`src/rtl/hsl_pkg.sv`:
```
// shared widths, types and the hue segment function for the hsl to rgb pipeline
// no dependencies; imported by every module of the block
`default_nettype none

package hsl_pkg;

	localparam int unsigned CHANNEL_BITS = 8;

	// hue position held as six times the turn fraction, up to 6*ONE
	localparam int unsigned POS_W  = CHANNEL_BITS + 3;
	// curve factor runs from zero to ONE inclusive
	localparam int unsigned FAC_W  = CHANNEL_BITS + 1;
	// q, p and span carry unit 1/ONE^2 and stay at or below ONE^2
	localparam int unsigned WIDE_W = 2 * CHANNEL_BITS + 1;
	localparam int unsigned LS_W   = 2 * CHANNEL_BITS;
	localparam int unsigned ACC_W  = WIDE_W + FAC_W;

	typedef logic [CHANNEL_BITS-1:0] chan_t;
	typedef logic [POS_W-1:0]        pos_t;
	typedef logic [FAC_W-1:0]        fac_t;
	typedef logic [WIDE_W-1:0]       wide_t;
	typedef logic [LS_W-1:0]         ls_t;
	typedef logic [ACC_W-1:0]        acc_t;

	localparam chan_t SAT_RESET = chan_t'(128);

	localparam pos_t POS_ONE   = pos_t'(2 ** CHANNEL_BITS);
	localparam pos_t POS_TWO   = pos_t'(2 * (2 ** CHANNEL_BITS));
	localparam pos_t POS_THREE = pos_t'(3 * (2 ** CHANNEL_BITS));
	localparam pos_t POS_FOUR  = pos_t'(4 * (2 ** CHANNEL_BITS));

	localparam fac_t FAC_ONE = fac_t'(2 ** CHANNEL_BITS);

	localparam acc_t ACC_HALF = acc_t'(1) << (2 * CHANNEL_BITS - 1);

	// per-stage load enables of the pipeline
	typedef struct packed {
		logic s1;
		logic s2;
		logic s3;
		logic s4;
	} pipe_en_t;

	// weight of span for a wrapped hue position
	function automatic fac_t hue_factor(input pos_t t6);
		fac_t f;
		pos_t d;
		d = POS_FOUR - t6;
		if (t6 < POS_ONE) begin
			f = t6[FAC_W-1:0];
		end else if (t6 < POS_THREE) begin
			f = FAC_ONE;
		end else if (t6 < POS_FOUR) begin
			f = d[FAC_W-1:0];
		end else begin
			f = '0;
		end
		return f;
	endfunction

endpackage

`default_nettype wire

```
`src/rtl/hsl_front.sv`:
```
// front stages: hue positions and l*s product, then q, p and span
// depends on hsl_pkg
`default_nettype none

module hsl_front import hsl_pkg::*; (
	input  wire logic     clk,
	input  wire pipe_en_t en,
	input  wire chan_t    hue,
	input  wire chan_t    lightness,
	input  wire chan_t    sat,
	output fac_t          fac_r_s2,
	output fac_t          fac_g_s2,
	output fac_t          fac_b_s2,
	output wide_t         p_s2,
	output wide_t         span_s2
);

	pos_t  hue6;
	pos_t  pos_r;
	pos_t  pos_b;
	fac_t  fac_r_s1;
	fac_t  fac_g_s1;
	fac_t  fac_b_s1;
	chan_t l_s1;
	chan_t s_s1;
	ls_t   ls_s1;
	wide_t l_one;
	wide_t s_one;
	wide_t ls_w;
	wide_t q;
	wide_t p;

	assign hue6 = pos_t'({hue, 2'b00}) + pos_t'({hue, 1'b0});
	// shift by a third of a turn either way, wrapping at a whole turn
	assign pos_r = (hue6 >= POS_FOUR) ? hue6 - POS_FOUR : hue6 + POS_TWO;
	assign pos_b = (hue6 >= POS_TWO) ? hue6 - POS_TWO : hue6 + POS_FOUR;

	always_ff @(posedge clk) begin
		if (en.s1) begin
			fac_r_s1 <= hue_factor(pos_r);
			fac_g_s1 <= hue_factor(hue6);
			fac_b_s1 <= hue_factor(pos_b);
			l_s1     <= lightness;
			s_s1     <= sat;
			ls_s1    <= ls_t'(lightness) * ls_t'(sat);
		end
	end

	assign l_one = wide_t'({l_s1, {CHANNEL_BITS{1'b0}}});
	assign s_one = wide_t'({s_s1, {CHANNEL_BITS{1'b0}}});
	assign ls_w  = wide_t'(ls_s1);

	// lower half of lightness takes l*(1+s), upper half l+s-l*s
	assign q = l_s1[CHANNEL_BITS-1] ? (l_one + s_one - ls_w) : (l_one + ls_w);
	assign p = wide_t'({l_s1, {(CHANNEL_BITS + 1){1'b0}}}) - q;

	always_ff @(posedge clk) begin
		if (en.s2) begin
			fac_r_s2 <= fac_r_s1;
			fac_g_s2 <= fac_g_s1;
			fac_b_s2 <= fac_b_s1;
			p_s2     <= p;
			span_s2  <= q - p;
		end
	end

endmodule

`default_nettype wire

```
`src/rtl/hsl_chan.sv`:
```
// one colour channel: span times factor, then add p, round and saturate
// depends on hsl_pkg
`default_nettype none

module hsl_chan import hsl_pkg::*; (
	input  wire logic     clk,
	input  wire pipe_en_t en,
	input  wire fac_t     fac,
	input  wire wide_t    p,
	input  wire wide_t    span,
	output chan_t         chan_s4
);

	acc_t  prod_s3;
	wide_t p_s3;
	acc_t  acc;

	always_ff @(posedge clk) begin
		if (en.s3) begin
			prod_s3 <= acc_t'(span) * acc_t'(fac);
			p_s3    <= p;
		end
	end

	// rounding to nearest, halves up
	assign acc = acc_t'({p_s3, {CHANNEL_BITS{1'b0}}}) + prod_s3 + ACC_HALF;

	always_ff @(posedge clk) begin
		if (en.s4) begin
			if (|acc[ACC_W-1:3*CHANNEL_BITS]) begin
				chan_s4 <= '1;
			end else begin
				chan_s4 <= acc[3*CHANNEL_BITS-1:2*CHANNEL_BITS];
			end
		end
	end

endmodule

`default_nettype wire

```
`src/rtl/hsl_to_rgb_pixel_top.sv`:
```
// hsl to rgb pixel converter, four register stages
// throughput: one pixel per cycle while out_ready holds; each stage holds while the
// one after it is full and stalled, so bubbles are squeezed out before the input backs up
// reset clears the stage valid bits and sets saturation to 128
// depends on hsl_pkg, hsl_front and hsl_chan
`default_nettype none

module hsl_to_rgb_pixel_top import hsl_pkg::*; (
	input  wire logic  clk,
	input  wire logic  arst_n,
	input  wire logic  in_valid,
	output logic       in_ready,
	input  wire chan_t hue_in,
	input  wire chan_t lightness_in,
	output logic       out_valid,
	input  wire logic  out_ready,
	output chan_t      red_out,
	output chan_t      green_out,
	output chan_t      blue_out,
	input  wire logic  cfg_valid,
	output logic       cfg_ready,
	input  wire chan_t cfg_data
);

	chan_t    sat_q;
	logic     v_s1;
	logic     v_s2;
	logic     v_s3;
	logic     v_s4;
	pipe_en_t en;
	fac_t     fac_r;
	fac_t     fac_g;
	fac_t     fac_b;
	wide_t    p;
	wide_t    span;

	assign cfg_ready = 1'b1;

	always_ff @(posedge clk or negedge arst_n) begin
		if (!arst_n) begin
			sat_q <= SAT_RESET;
		end else if (cfg_valid && cfg_ready) begin
			sat_q <= cfg_data;
		end
	end

	// a stage loads when it is empty or its contents move on
	always_comb begin
		en.s4 = !v_s4 || out_ready;
		en.s3 = !v_s3 || en.s4;
		en.s2 = !v_s2 || en.s3;
		en.s1 = !v_s1 || en.s2;
	end

	assign in_ready  = en.s1;
	assign out_valid = v_s4;

	always_ff @(posedge clk or negedge arst_n) begin
		if (!arst_n) begin
			v_s1 <= 1'b0;
			v_s2 <= 1'b0;
			v_s3 <= 1'b0;
			v_s4 <= 1'b0;
		end else begin
			if (en.s1) v_s1 <= in_valid;
			if (en.s2) v_s2 <= v_s1;
			if (en.s3) v_s3 <= v_s2;
			if (en.s4) v_s4 <= v_s3;
		end
	end

	hsl_front u_front (
		.clk       (clk),
		.en        (en),
		.hue       (hue_in),
		.lightness (lightness_in),
		.sat       (sat_q),
		.fac_r_s2  (fac_r),
		.fac_g_s2  (fac_g),
		.fac_b_s2  (fac_b),
		.p_s2      (p),
		.span_s2   (span)
	);

	hsl_chan u_red (
		.clk     (clk),
		.en      (en),
		.fac     (fac_r),
		.p       (p),
		.span    (span),
		.chan_s4 (red_out)
	);

	hsl_chan u_green (
		.clk     (clk),
		.en      (en),
		.fac     (fac_g),
		.p       (p),
		.span    (span),
		.chan_s4 (green_out)
	);

	hsl_chan u_blue (
		.clk     (clk),
		.en      (en),
		.fac     (fac_b),
		.p       (p),
		.span    (span),
		.chan_s4 (blue_out)
	);

	// input backs up only when every stage is full and the output is stalled
	a_full_stall: assert property (@(posedge clk) disable iff (!arst_n)
		in_ready == !(v_s1 && v_s2 && v_s3 && v_s4 && !out_ready))
		else $error("in_ready disagrees with pipeline occupancy");

	// an accepted input occupies the first stage on the next cycle
	a_in_enters: assert property (@(posedge clk) disable iff (!arst_n)
		in_valid && in_ready |=> v_s1)
		else $error("accepted input not held in first stage");

	// a stalled output keeps the third stage from advancing into it
	a_hold_s3: assert property (@(posedge clk) disable iff (!arst_n)
		v_s4 && !out_ready && v_s3 |=> v_s3 && v_s4)
		else $error("pipeline item lost during output stall");

	// configuration transfer lands in the saturation register
	a_cfg_write: assert property (@(posedge clk) disable iff (!arst_n)
		cfg_valid && cfg_ready |=> sat_q == $past(cfg_data))
		else $error("saturation register not written");

endmodule

`default_nettype wire
```
`config.mk`:
```
export PLATFORM = sky130hd
export DESIGN_NAME = hsl_to_rgb_pixel_top
export DESIGN_NICKNAME = d
export VERILOG_FILES = /design/src/rtl/hsl_pkg.sv /design/src/rtl/hsl_front.sv /design/src/rtl/hsl_chan.sv /design/src/rtl/hsl_to_rgb_pixel_top.sv
export SDC_FILE = /design/constraint.sdc
export NUM_CORES = 1
export LEC_CHECK = 0
export ABC_CLOCK_PERIOD_IN_PS = 7200
export BUFFER_PORTS_ARGS = -buffer_cell sky130_fd_sc_hd__buf_4
export CAP_MARGIN = 20
export CORE_ASPECT_RATIO = 0.75
export CORE_MARGIN = 3
export CORE_UTILIZATION = 45
export DETAILED_ROUTE_END_ITERATION = 7
export PLACE_DENSITY = 0.56
export SYNTH_ARGS = -nofsm -noshare
export SYNTH_HDL_FRONTEND = slang
export SYNTH_SLANG_ARGS = --single-unit
export TNS_END_PERCENT = 30
```
`constraint.sdc`:
```
create_clock -name clk -period 7.2 [get_ports clk]
set_clock_uncertainty 0.15 [all_clocks]
set_input_delay 2.16 -clock clk [delete_from_list [all_inputs] [get_ports clk]]
set_output_delay 2.16 -clock clk [all_outputs]
set_load 0.1 [all_outputs]
```
== Yosys cells after proc, flatten, opt, wreduce, memory -nomap -nowiden ==
Cells that the tools add are included.

* Output and inout port bits: 27
* Flip-flop bits (word level): 251
* Logic and storage cells: 80

* $lt $le $gt $ge: 11
* Multiply operators: 4
* Mux-type cells: 12
* $add $sub $neg: 19
* Reductions and logical operators: 11

{| class="wikitable"
|+ Operators by type and width
! cell !! count
|-
| 9-bit 2-to-1 mux || 9
|-
| 25-bit by 26-bit adder with 26-bit output || 3
|-
| 26-bit by 16-bit adder with 26-bit output (second input constant) || 3
|-
| 17-bit by 9-bit multiplier with 26-bit output || 3
|-
| 16-bit by 16-bit adder with 17-bit output || 2
|-
| 17-bit subtractor || 2
|-
| 11-bit by 10-bit less-than comparator with 1-bit output (second input constant) || 3
|-
| 11-bit less-than comparator (second input constant) || 3
|-
| 11-bit by 9-bit less-than comparator with 1-bit output (second input constant) || 3
|-
| 1-bit by 9-bit subtractor with 9-bit output (first input constant) || 3
|-
| 11-bit 2-to-1 mux || 2
|-
| 17-bit 2-to-1 mux || 1
|-
| 17-bit by 16-bit subtractor with 17-bit output || 1
|-
| 8-bit by 8-bit multiplier with 16-bit output || 1
|-
| 10-bit by 9-bit adder with 11-bit output || 1
|-
| 11-bit by 10-bit adder with 11-bit output (second input constant) || 1
|-
| 11-bit adder (second input constant) || 1
|-
| 11-bit by 10-bit >= comparator with 1-bit output (second input constant) || 1
|-
| 11-bit >= comparator (second input constant) || 1
|-
| 11-bit by 10-bit subtractor with 11-bit output (second input constant) || 1
|-
| 11-bit subtractor (second input constant) || 1
|-
| 2-bit OR reduction || 3
|-
| 1-bit logical NOT || 4
|-
| 1-bit logical OR || 4
|}

== Longest topological paths before layout ==
* Depth after elaboration: 7
* Mapped depth: 22
* Gate-level depth less buffers: 22

== Hierarchy ==
A second synthesis with hierarchy kept.

* Cell total of the unflattened synthesis: 3000
* Area total of the unflattened synthesis: 30067.6 um^2

{| class="wikitable"
|+ By module, submodules not included
! module !! cells each !! sequential area each (um^2) !! area each (um^2) !! instances
|-
| hsl_chan at u_blue ... || 719 || 1291.2 || 6949.2 || 2
|-
| hsl_front || 819 || 3393.3 || 8834.7 || 1
|-
| hsl_chan at u_red || 711 || 1291.2 || 6826.5 || 1
|-
| hsl_to_rgb_pixel_top || 32 || 301.5 || 508.0 || 1
|}

== Least setup slack after synthesis ==
Ideal clock, no wire load.

* Kind: input to output
* Start point: input out_ready
* End point: output in_ready
* Arrival time: 4830 ps
* Setup slack: 60 ps
* Stages: 2
* Path through: nor2b_1 nand4_1

* Word-level cells in the longest chain between the ends: 4

{| class="wikitable"
|+ Ends and longest elaborated chain
! element !! line !! text
|-
| start, declared || hsl_to_rgb_pixel_top.sv:16 || <nowiki>input wire logic out_ready,</nowiki>
|-
| 1-bit logical OR || hsl_to_rgb_pixel_top.sv:49 || <nowiki>en.s4 = !v_s4 || out_ready;</nowiki>
|-
| 1-bit logical OR || hsl_to_rgb_pixel_top.sv:50 || <nowiki>en.s3 = !v_s3 || en.s4;</nowiki>
|-
| 1-bit logical OR || hsl_to_rgb_pixel_top.sv:51 || <nowiki>en.s2 = !v_s2 || en.s3;</nowiki>
|-
| 1-bit logical OR || hsl_to_rgb_pixel_top.sv:52 || <nowiki>en.s1 = !v_s1 || en.s2;</nowiki>
|-
| end, declared || hsl_to_rgb_pixel_top.sv:12 || <nowiki>output logic in_ready,</nowiki>
|}

No other way between the ends.

== Final worst setup path ==
* Start point: register u_front.span_s2[3]
* End point: register u_blue.prod_s3[25] (data pin)

* Word-level cells in the longest chain between the ends: 1

{| class="wikitable"
|+ Ends and longest elaborated chain
! element !! line !! text
|-
| start, declared || hsl_front.sv:15 || <nowiki>output wide_t span_s2</nowiki>
|-
| start signal, assigned || hsl_front.sv:63 || <nowiki>span_s2 <= q - p;</nowiki>
|-
| 17-bit by 9-bit multiplier with 26-bit output || hsl_chan.sv:20 || <nowiki>prod_s3 <= acc_t'(span) * acc_t'(fac);</nowiki>
|-
| end signal, assigned || hsl_chan.sv:20 ||
|-
| end, declared || hsl_chan.sv:14 || <nowiki>acc_t prod_s3;</nowiki>
|}

No other way between the ends.
A chain may end at the register's enable or synchronous reset.

==> impl_metrics.yaml <==
synth:
  yosys.area_share.adder_pct: 39.6
  synth_top_area_share_pct: 23.7
  top_cells_by_count_synth: "inv_1, ha_1, and2_1"
  yosysSeqAreaShare_pct: 24.8
  post_synth_and_or_nand_nor_area_fraction_pct: 15.6
  synth-async-reset-ratio_pct: 5.45
  avgSynthCellArea_sq_um: 10.0
  postSynthCellCount: 2635
  ys_seq_elements: 220
  synth_xor_xnor_area_share_pct: 4.52
  synth.most_common_cell: "inv_1"
  synth.distinct_cells: 79
  syn_area_sq_um: 26400
  synth_area_leaders: "edfxtp_1, fa_1, ha_1, and2_1, inv_1"
  ys_warn_count: 0
  combinational_family_with_the_most_area_after_synthesis: "adder cells"
  synth_edf_count: 208
  synth_top_area_cell: "edfxtp_1"
  synth_compound_area_share_pct: 6.90
  synth_flop_type: "edfxtp_1"
  synth.area.mux_share_pct: 0.654
global_routing:
  first_pass_grt_wire_length_um: 98400
  grt_antenna_before_repair: 0
  grt-ovfl-total: 0
  maximum_number_of_pins_on_one_net_before_global_route_repair: 73
  grt_use_total_pct: 19.7
  first_global_vias: 19100
setup_path:
  worst_ep_required_time_ps: 7370
  endpoint_kind: "flip-flop"
  crit-reg2reg-capture: "u_blue.prod_s3[25]$_DFFE_PP_"
  critPathSlowestCell: "edfxtp_1"
  regToRegStartpoint: "u_front.span_s2[3]$_DFFE_PP_"
  cp_slowest_stage_delay_ps: 880
  worst_setup_path_start_kind: "flip-flop"
  timing.setup.critical_path_class: "flip-flop to flip-flop"
  timing.critical_path.from: "u_front.span_s2[3]$_DFFE_PP_"
  library_cell_appearing_most_often_on_the_critical_path: "fa_1"
  worst_ep_arrival_time_ps: 6520
  regToRegSetupSlack_ps: 850
  cp_cell_sequence: "nand2_1, fa_1, fa_1, fa_1, fa_1, inv_1, ha_1, a21o_1, a2111oi_0, o31ai_1, a41o_1, a41o_1, o41ai_1, o21bai_1, a21oi_1, xnor2_1"
  worstRegToRegCells: 16
  worst_setup_path_endpoint: "u_blue.prod_s3[25]$_DFFE_PP_"
  worstPathMaxFanout: 16
die:
  fp-row-count: 76
  num_io_pins: 56
  floorplan_core_area_sq_um: 57700
  initial_core_util_pct: 45.7
  chip_height_um: 216
  die-area_sq_um: 61600
  die_width_um: 286
cells_and_area:
  final_design_area_no_fill_sq_um: 28700
  final-instance-count-excl-fill: 3492
  nNetsFinal: 3371
  postLayoutCoreUtil_pct: 49.7
  flow.area_growth_from_synthesis_pct: 8.73
  drive_above_1_share_pct: 5.94
clock_network:
  htree_num_levels: 1
  holdBufCountCts: 0
  clk_pin_slew_ps: 60
  cts_setup_buffers: 0
  clock_insertion_delay_worst_skew_ps: 580
  cts_buffer_depth: 3
  cts_tree: "built"
  clock_sink_count: 220
  numCtsBuffers: 27
  cts_repair_resize_count: 0
  cts-root-buf: "clkbuf_16"
detailed_routing:
  first_pass_iters: 5
  wire_per_inst_um: 16.7
  drcViolationCount: 0
  vias: 17800
  avgViaCountPerCell: 5.10
  antenna_left: 0
  finalWirelength_um: 58400
  detailedRoute.firstIterationViolations: 800
sta:
  slew_viol_final: 0
  tns_ps: 0
  setup-violations-final: 0
  slew-limit-headroom_pct: 40.8
  period_minus_slack_ps: 6350
  worst_slew_pin_slew_ps: 876
  rsz0062_at_grt: "false"
  finalHoldViolCount: 0
  final.period_utilization_pct: 88.2
  max_freq_mhz: 157
placement:
  placedInstanceArea_sq_um: 27800
  placed_cells: 3439
  globalplace.congestion: 0.845
  numPortBuffers: 54
  final_hpwl_dp_um: 46800
status:
  run_status: "completed"
hold_path:
  holdCritPathClass: "flip-flop to flip-flop"
  hold-path-cell-count: 0
  min-delay-start: "u_front.fac_b_s1[3]$_DFFE_PP_"
job:
  maxCapViolCount: 0
## layer usage
metal / GRT usage (%) / wire (um) / share of wire (%) / vias to the layer above
met3: 2.67 / 2370 / 4.1 / 72
met5: 0 / 0 / 0 / -
met2: 31.2 / 26000 / 45 / 278
li1: - / - / - / 8606
met4: 4.43 / 1350 / 2.3 / 0
met1: 28.9 / 28700 / 49 / 8855
## placed cells by master, fill, tap and decap left out, types with 6 or more instances in the layout
master,netlist,final
nand2_1,198,197
o41ai_1,8,8
o21bai_1,22,22
and3_1,14,14
nand2b_1,33,33
xnor2_1,79,79
ha_1,348,348
buf_4,1,80
a21oi_1,79,79
or3_1,9,9
a41o_1,6,6
conb_1,2,13
a21boi_0,7,7
o22ai_1,14,14
or2_2,8,8
edfxtp_1,208,208
mux2i_1,6,6
a211oi_1,9,9
nor2_1,112,112
mux2_2,10,10
clkinv_2,0,7
nor3_1,35,35
a21o_1,19,19
nor2b_1,19,19
and2_1,318,318
a31oi_1,7,7
o21a_1,15,15
nand3_1,23,22
dfrtp_1,11,11
xor2_1,50,50
fa_1,304,304
o21ai_0,44,44
clkbuf_16,0,27
inv_1,477,477
clkinv_1,3,6
## final cells by class
cell class,instances,area (sq um)
Clock inverter,22,203
Multi-Input combinational cell,1879,17800
Tap cell,780,976
Timing Repair Buffer,82,656
Sequential cell,220,6550
Antenna cell,1,2.50
Fill cell,5344,29000
Inverter,480,1800
Clock buffer,28,679
## worst max-delay path: cells and delay by family, from the launching register on
| family | cells | cell delay, ps |
|---|---|---|
| simple gates | 1 | 190 |
| compound gates | 8 | 2510 |
| xor+xnor | 1 | 80 |
| fa+ha+maj | 5 | 2220 |
| buf+inv | 1 | 40 |
| flops | 1 | 880 |
## metrics by stage
step	hold slack, ps	worst slack, ps
final	267	847
after floorplan	250	59.8
after CTS	269	857
after detailed placement	255	378
after global placement	253	431
after global routing	273	475
## worst min path at each step
stage | endpoint | slack, ps
CTS | u_front.fac_b_s2[3]$_DFFE_PP_ | 270
floorplan | u_blue.p_s3[0]$_DFFE_PP_ | 250
global placement | u_blue.p_s3[7]$_DFFE_PP_ | 250
finish | u_front.fac_b_s2[3]$_DFFE_PP_ | 270
detailed placement | u_blue.p_s3[1]$_DFFE_PP_ | 250
global route | u_front.fac_r_s2[3]$_DFFE_PP_ | 270
## cells by family (layout without fill, tap and decap cells)
family,Yosys count,in the layout
other cells,2,14
compound gates,273,273
fa+ha+maj,654,654
buf+inv,547,612
simple gates,791,791
mux,16,16
xor+xnor,132,132
flops,220,220
## state kept, by name (all words and copies together) (netlist names), 16 cells and up
signal	flops
u_blue.prod_s3	18
u_green.prod_s3	18
u_front.span_s2	16
u_red.prod_s3	18
u_blue.p_s3	17
u_front.ls_s1	16
u_front.p_s2	17
Power is left out: the tool's default activity adds up to more than one toggle a clock period on the data nets, which glitch-free logic cannot reach.
